**src/normal_lighting_color_transform_core_macros.svh**
```systemverilog
// ----------------------------------------------------------------------------
// Assertion macros for the normal lighting color transform core
// Shared property wrappers, clocked on clk and disabled during arst_n reset.
// ----------------------------------------------------------------------------
`ifndef NORMAL_LIGHTING_COLOR_TRANSFORM_CORE_MACROS_SVH
`define NORMAL_LIGHTING_COLOR_TRANSFORM_CORE_MACROS_SVH

// Same-cycle implication
`define NLCT_ASSERT_NOW(lbl, ante, cons) \
	lbl: assert property (@(posedge clk) disable iff (!arst_n) (ante) |-> (cons)) \
		else $error("nlct assertion failed");

// Next-cycle implication
`define NLCT_ASSERT_NEXT(lbl, ante, cons) \
	lbl: assert property (@(posedge clk) disable iff (!arst_n) (ante) |=> (cons)) \
		else $error("nlct assertion failed");

`endif

```
**src/nlct_pkg.sv**
```systemverilog
// ----------------------------------------------------------------------------
// nlct_pkg
// Types, register indexes and constants of the lighting color transform.
// ----------------------------------------------------------------------------
package nlct_pkg;

	localparam int unsigned FRAC_BITS = 12;

	typedef logic signed [15:0] lane_t;
	typedef logic signed [31:0] prod_t;
	typedef logic [2:0][15:0]   row_t;

	typedef enum logic [2:0] {
		REG_LIGHT_ROW1  = 3'd0,
		REG_LIGHT_ROW2  = 3'd1,
		REG_LIGHT_ROW3  = 3'd2,
		REG_COLOR_RED   = 3'd3,
		REG_COLOR_GREEN = 3'd4,
		REG_COLOR_BLUE  = 3'd5,
		REG_BACKGROUND  = 3'd6
	} reg_idx_t;

	typedef struct packed {
		row_t [2:0] light;
		row_t [2:0] color;
		row_t       bg;
	} cfg_t;

	localparam lane_t IR_MAX    = 16'sh7FFF;
	localparam lane_t IR_MIN    = -16'sh8000;
	localparam logic [7:0] COLOR_MAX = 8'hFF;

endpackage

```
**src/nlct_cfg_regs.sv**
```systemverilog
// ----------------------------------------------------------------------------
// nlct_cfg_regs
// Light, color and background register file with a single write port.
// ----------------------------------------------------------------------------
module nlct_cfg_regs
	import nlct_pkg::*;
(
	input  logic        clk,
	input  logic        arst_n,
	input  logic        wr_en,
	input  logic [2:0]  wr_index,
	input  logic [47:0] wr_data,
	output cfg_t        cfg
);

	cfg_t cfg_q;

	always_ff @(posedge clk or negedge arst_n) begin
		if (!arst_n) begin
			cfg_q <= '0;
		end else if (wr_en) begin
			case (reg_idx_t'(wr_index))
				REG_LIGHT_ROW1:  cfg_q.light[0] <= wr_data;
				REG_LIGHT_ROW2:  cfg_q.light[1] <= wr_data;
				REG_LIGHT_ROW3:  cfg_q.light[2] <= wr_data;
				REG_COLOR_RED:   cfg_q.color[0] <= wr_data;
				REG_COLOR_GREEN: cfg_q.color[1] <= wr_data;
				REG_COLOR_BLUE:  cfg_q.color[2] <= wr_data;
				REG_BACKGROUND:  cfg_q.bg       <= wr_data;
				default: ; // drop writes to unused indexes
			endcase
		end
	end

	assign cfg = cfg_q;

endmodule

```
**config.mk**
```make
export PLATFORM = sky130hd
export DESIGN_NAME = nlct_cfg_regs
export DESIGN_NICKNAME = d
export VERILOG_FILES = /design/src/normal_lighting_color_transform_core_macros.svh /design/src/nlct_pkg.sv /design/src/nlct_cfg_regs.sv
export SDC_FILE = /design/constraint.sdc
export NUM_CORES = 1
export LEC_CHECK = 0
export CAP_MARGIN = 10
export CORE_AREA = 2 2 152 154
export CTS_BUF_LIST = sky130_fd_sc_hd__clkbuf_4
export DETAILED_ROUTE_END_ITERATION = 12
export DIE_AREA = 0 0 154 156
export DONT_BUFFER_PORTS = 1
export PLACE_DENSITY = 0.76
export SYNTH_ARGS = -nofsm -noshare
export SYNTH_HDL_FRONTEND = slang
export SYNTH_SLANG_ARGS = --single-unit
export TNS_END_PERCENT = 1
```
**constraint.sdc**
```tcl
create_clock -name clk -period 2 [get_ports clk]
set_input_delay 0.4 -clock clk [delete_from_list [all_inputs] [get_ports clk]]
set_output_delay 0.4 -clock clk [all_outputs]
set_load 0.01 [all_outputs]
```
==> results.sh, run 1 <==
export IMPL_cts_sinks=336
export IMPL_outcome="finished with violations"
export IMPL_period_share=0.753
export IMPL_grt_start_max_net_pins=337
export IMPL_io_pins=390
export IMPL_violations="negative hold slack"
export IMPL_rsz0062_at_grt="false"
export IMPL_root_buffer="clkbuf_4"
export IMPL_dpl_hpwl_um=17800
export IMPL_coreArea_mm2=0.0224
export IMPL_r2r_start="cfg[27]$_DFFE_PN0P_"
export IMPL_synth_warnings=0
export IMPL_die_width_um=154
export IMPL_layout_drive_gt1_share=0.383
export IMPL_synth_flop_cell="dfrtp_1"
export IMPL_postSynthCellCount=714
export IMPL_clk_pin_slew_ns=0.07
export IMPL_period_needed_ns=1.51
export IMPL_insertion_delay_ns=0.64
export IMPL_setup_violations=0
export IMPL_ant_nets=0
export IMPL_power_density_mw_per_mm2=1220
export IMPL_htreeDepth=3
export IMPL_max_freq_ghz=0.664
export IMPL_start_util=0.560
export IMPL_place_gp_congestion=0.768
export IMPL_synth_commonest_cells="dfrtp_1, mux2_2, mux2_1, buf_2, buf_6"
export IMPL_worst_pin_slew_ns=0.783
export IMPL_ff2ff_setup_slack_ns=1.11
export IMPL_hold_viol_final=336
export IMPL_via_per_inst=5.84
export IMPL_drt_total_wl_um=28700
export IMPL_row_count=55
export IMPL_fin_tns_setup_ns=0
export IMPL_synth_area_leaders="dfrtp_1, mux2_2, mux2_1"
export IMPL_cts_resized_gates=0
export IMPL_syn_avg_cell_area_um2=17.6
export IMPL_synth_most_common_cell="dfrtp_1"
export IMPL_die_area_mm2=0.0240
export IMPL_critPathKind="reg2out"
export IMPL_grt_ovfl_total=0
export IMPL_largest_register_ff_count=336
export IMPL_whs_ns=-0.553
export IMPL_synth_area_mm2=0.0125
export IMPL_required_ns=1.60
export IMPL_syn_num_nets=768
export IMPL_fill_cells=1558
export IMPL_yosysSeqAreaShare=0.671
export IMPL_crit_path_end_kind="primary output"
export IMPL_synth_top_area_share=0.671
export IMPL_critPathLaunchType="flop"
export IMPL_first_iter_violations=277
export IMPL_die_y_um=156
export IMPL_final_util=0.640
export IMPL_hold_buffers=48
export IMPL_area_growth_syn_to_layout_pct=14.1
export IMPL_clockBufferDepth=3
export IMPL_nNetsFinal=871
export IMPL_ir_drop_v=0.000698
export IMPL_route_detailed_drc=0
export IMPL_synth_largest_area_cell="dfrtp_1"
export IMPL_grt_pass1_wl_um=43900
export IMPL_dr_total_vias=6769
export IMPL_drt_pass1_iter_count=6
export IMPL_cts_tree="yes"
export IMPL_first_global_vias=7535
export IMPL_ys_seq_elements=336
export IMPL_slew_viol_final=0
export IMPL_finalPower_uw=17500
export IMPL_place_inst=971
export IMPL_leakage_uw=0.00634
export IMPL_cts_buffers=81
export IMPL_yosys_cell_types_count=9
export IMPL_track_usage=0.239
export IMPL_cp_max_fo=2
export IMPL_async_flop_share=1.00
export IMPL_antenna_found_initial=1
export IMPL_arrival_ns=1.11
export IMPL_reg2regPathDepth=1
export IMPL_hold_class="in2async"
export IMPL_cts_setup_buffers=0
export IMPL_io_buffers=0
export IMPL_skew_ns=0
export IMPL_maxCapViolations=0
export IMPL_rr_endpoint="cfg[27]$_DFFE_PN0P_"
export IMPL_synth_edf_count=0
export IMPL_detail_route_wl_per_cell_um=24.8
export IMPL_stdcell_count=1160
export IMPL_slew_headroom=0.478
worst max-delay path by stage:
| stage | start | to | slack, ns | cells after the start |
|---|---|---|---|---|
| global placement | wr_index[1] | cfg[197]$_DFFE_PN0P_ | 0.45 | 3 |
| CTS | cfg[280]$_DFFE_PN0P_ | cfg[280] | 0.43 | 0 |
| floorplan | wr_index[1] | cfg[192]$_DFFE_PN0P_ | 0.49 | 4 |
| detailed placement | wr_index[1] | cfg[226]$_DFFE_PN0P_ | 0.43 | 3 |
| global route | cfg[143]$_DFFE_PN0P_ | cfg[143] | 0.40 | 0 |
| finish | cfg[280]$_DFFE_PN0P_ | cfg[280] | 0.49 | 0 |
kinds of logic (layout without fill, tap and decap cells):
group	after synthesis	after routing	synth area share
other	0	2	0
muxes	336	336	0.302
and+or+nand+nor	7	7	0.00629
DFF	336	336	0.671
buffers and inverters	35	194	0.0209
routing by layer:
metal | global-route usage | vias up | wire (µm) | part of all wire
met1 | 0.270 | 3557 | 10600 | 0.37
met4 | 0.0979 | 0 | 633 | 0.022
li1 | - | 2806 | - | -
met3 | 0.131 | 40 | 3720 | 0.13
met2 | 0.379 | 366 | 13800 | 0.48
met5 | 0 | - | 0 | 0
stage by stage:
stage | setup slack, ns | instance area (µm²)
floorplan | 0.487 | 12500
global placement | 0.451 | 12800
detailed placement | 0.432 | 12800
CTS | 0.427 | 14300
global route | 0.404 | 14300
finish | 0.495 | 14300
area by class of cell:
type / count / area (µm²) / area share
Antenna cell: 2 / 5.00 / 0.000350
Clock buffer: 117 / 878 / 0.0614
Clock inverter: 22 / 165 / 0.0115
Multi-Input combinational cell: 343 / 3870 / 0.271
Sequential cell: 336 / 8410 / 0.588
Tap cell: 285 / 357 / 0.0249
Timing Repair Buffer: 55 / 621 / 0.0434
report_power, final:
group	switching, µW	leakage (µW)	internal [µW]
sequential	1980	0.00403	8300
clock	2510	0.000609	3060
combinational	564	0.00170	1060
cell usage in the layout (no fill, tap or decap):
cell type / n
nand4b_1: 3
clkbuf_4: 117
dlygate4sd3_1: 48
mux2_2: 202
mux2_1: 134
dfrtp_1: 336
bufinv_16: 3
diode_2: 2
clkinvlp_4: 1
buf_12: 7
clkinv_1: 18
and4bb_2: 3
nor4b_4: 1
No activity file was read; power rests on OpenSTA's default activity.
==> run 2, diff against run 1 <==
- CORE_AREA: 2 2 152 154 -> 2 2 154 156
- DIE_AREA: 0 0 154 156 -> 0 0 156 158
- PLACE_DENSITY: 0.76 -> 0.78
- clock period: 2 -> 1.3 ns (I/O delays scaled with it)
==> run 2 against run 1 <==
The run ends with negative hold slack, negative setup slack left; sequential share of layout area down 0.44 points; clock-buffer cell count down 4; routed wire length up 1.3%; non-clock buffer count up 8; register-to-register slack worse by 0.70 ns; clock skew unchanged; total power up 53%; die area up 2.6%; via count up 0.52%; sequential power up 53%; critical path type unchanged.
==> results.sh, run 2 (synthesis results as in run 1) <==
export IMPL_regArea_mm2=0.00843
export IMPL_grt_pass1_wl_um=43600
export IMPL_route_detailed_drc=0
export IMPL_setup_ws_ns=-0.0643
export IMPL_via_per_inst=5.82
export IMPL_ir_drop_v=0.00113
export IMPL_slew_viol_final=0
export IMPL_multi_input_area_mm2=0.00387
export IMPL_dpl_hpwl_um=18900
export IMPL_rsz0062_at_grt="true"
export IMPL_cp_max_fo=2
export IMPL_dr_total_vias=6804
export IMPL_use_met2=0.383
export IMPL_io_pins=390
export IMPL_io_buffers=0
export IMPL_drt_pass1_iter_count=4
export IMPL_htreeDepth=3
export IMPL_r2r_start="cfg[26]$_DFFE_PN0P_"
export IMPL_ant_nets=0
export IMPL_track_usage=0.231
export IMPL_leakage_uw=0.00638
export IMPL_antenna_found_initial=2
export IMPL_detail_route_wl_per_cell_um=24.9
export IMPL_period_needed_ns=1.36
export IMPL_grt_ovfl_total=0
export IMPL_grt_most_used_layer="met2"
export IMPL_violations="negative hold slack, negative setup slack"
export IMPL_arrival_ns=1.10
export IMPL_hold_viol_final=336
export IMPL_power_density_mw_per_mm2=1850
export IMPL_largest_register_ff_count=336
export IMPL_die_width_um=156
export IMPL_fill_cells=1600
export IMPL_startpoint="cfg[211]$_DFFE_PN0P_"
export IMPL_mostFrequentLayoutCells="dfrtp_1, mux2_2, mux2_1, clkbuf_4, dlygate4sd3_1"
export IMPL_clockBufferDepth=3
export IMPL_place_gp_congestion=0.763
export IMPL_cts_tree="yes"
export IMPL_layout_drive_gt1_share=0.406
export IMPL_drt_total_wl_um=29100
export IMPL_met3_usage=0.126
export IMPL_start_util=0.544
export IMPL_grtUsageMet1=0.253
export IMPL_hold_class="in2async"
export IMPL_whs_ns=-0.688
export IMPL_final_util=0.627
export IMPL_die_area_mm2=0.0246
export IMPL_skew_ns=0
export IMPL_fin_tns_setup_ns=-5.13
export IMPL_nNetsFinal=878
export IMPL_critPathKind="reg2out"
export IMPL_maxCapViolations=0
export IMPL_outcome="finished with violations"
export IMPL_period_share=1.05
export IMPL_coreArea_mm2=0.0231
export IMPL_layout_commonest_cell="dfrtp_1"
export IMPL_root_buffer="clkbuf_4"
export IMPL_cts_buffers=80
export IMPL_max_freq_ghz=0.733
export IMPL_hold_buffers=49
export IMPL_clk_pin_slew_ns=0.08
export IMPL_critPathLaunchType="flop"
export IMPL_crit_path_end_kind="primary output"
export IMPL_insertion_delay_ns=0.61
export IMPL_setup_violations=260
export IMPL_first_iter_violations=303
export IMPL_cts_sinks=336
export IMPL_cts_setup_buffers=0
export IMPL_worst_pin_slew_ns=0.929
export IMPL_area_growth_syn_to_layout_pct=15.3
export IMPL_row_count=56
export IMPL_slew_headroom=0.381
export IMPL_die_y_um=158
export IMPL_first_global_vias=7514
export IMPL_required_ns=1.04
export IMPL_grt_start_max_net_pins=337
-- run 2: cell count changes in the layout (fill, tap and decap cells not counted), sizes merged --
cell / change
clkinvlp: +1
dlygate4sd3: +1
clkbuf: -4
inv: +2
bufinv: -1
diode: -1
buf: +7
-- run 2: area by class of cell --
cell class	instances	area share
sequential	336	0.583
tap	290	0.0251
clock buffer	113	0.0587
clock inverter	24	0.0112
multi-input combinational	343	0.268
timing repair buffer	63	0.0534
antenna	1	0.000173
-- run 2: metal layers --
metal | wire (µm) | part of all wire
met1 | 10200 | 0.35
met2 | 14400 | 0.50
met3 | 3910 | 0.13
met4 | 535 | 0.018
met5 | 0 | 0
-- run 2: path summary, 6_finish.rpt --
path | end | slack (ns) | cells after the start
max reg2reg | cfg[26]$_DFFE_PN0P_ | 0.41 | 1
min reg2reg | cfg[96]$_DFFE_PN0P_ | 0.56 | 1
max in group asynchronous | cfg[241]$_DFFE_PN0P_ | 1.13 | 0
max | cfg[211] | -0.06 | 0
min in group clk | cfg[211]$_DFFE_PN0P_ | 0.05 | 3
min | cfg[58]$_DFFE_PN0P_ | -0.69 | 0
-- run 2: timing repair --
action / in CTS / in global routing
setup endpoints to repair: 336 / 337
gates resized for setup: 3 / 12
hold endpoints to repair: 672 / 342
-- run 2: report_power, final --
part / internal, µW / total (µW) / switching (µW)
Combinational: 1650 / 2540 / 890
Sequential: 12800 / 15800 / 3030
Clock: 4420 / 8390 / 3970
-- run 2: through the flow --
| step | power, µW | cell area (µm²) | std cells | setup slack, ns |
|---|---|---|---|---|
| CTS | 27000 | 14400 | 1169 | -0.124 |
| finish | 26700 | 14400 | 1170 | -0.0643 |
| floorplan | 17100 | 12500 | 714 | -0.0154 |
| global route | 28100 | 14400 | 1170 | -0.152 |
| detailed placement | 18300 | 12900 | 983 | -0.122 |
| global placement | 17900 | 12900 | 983 | -0.0930 |
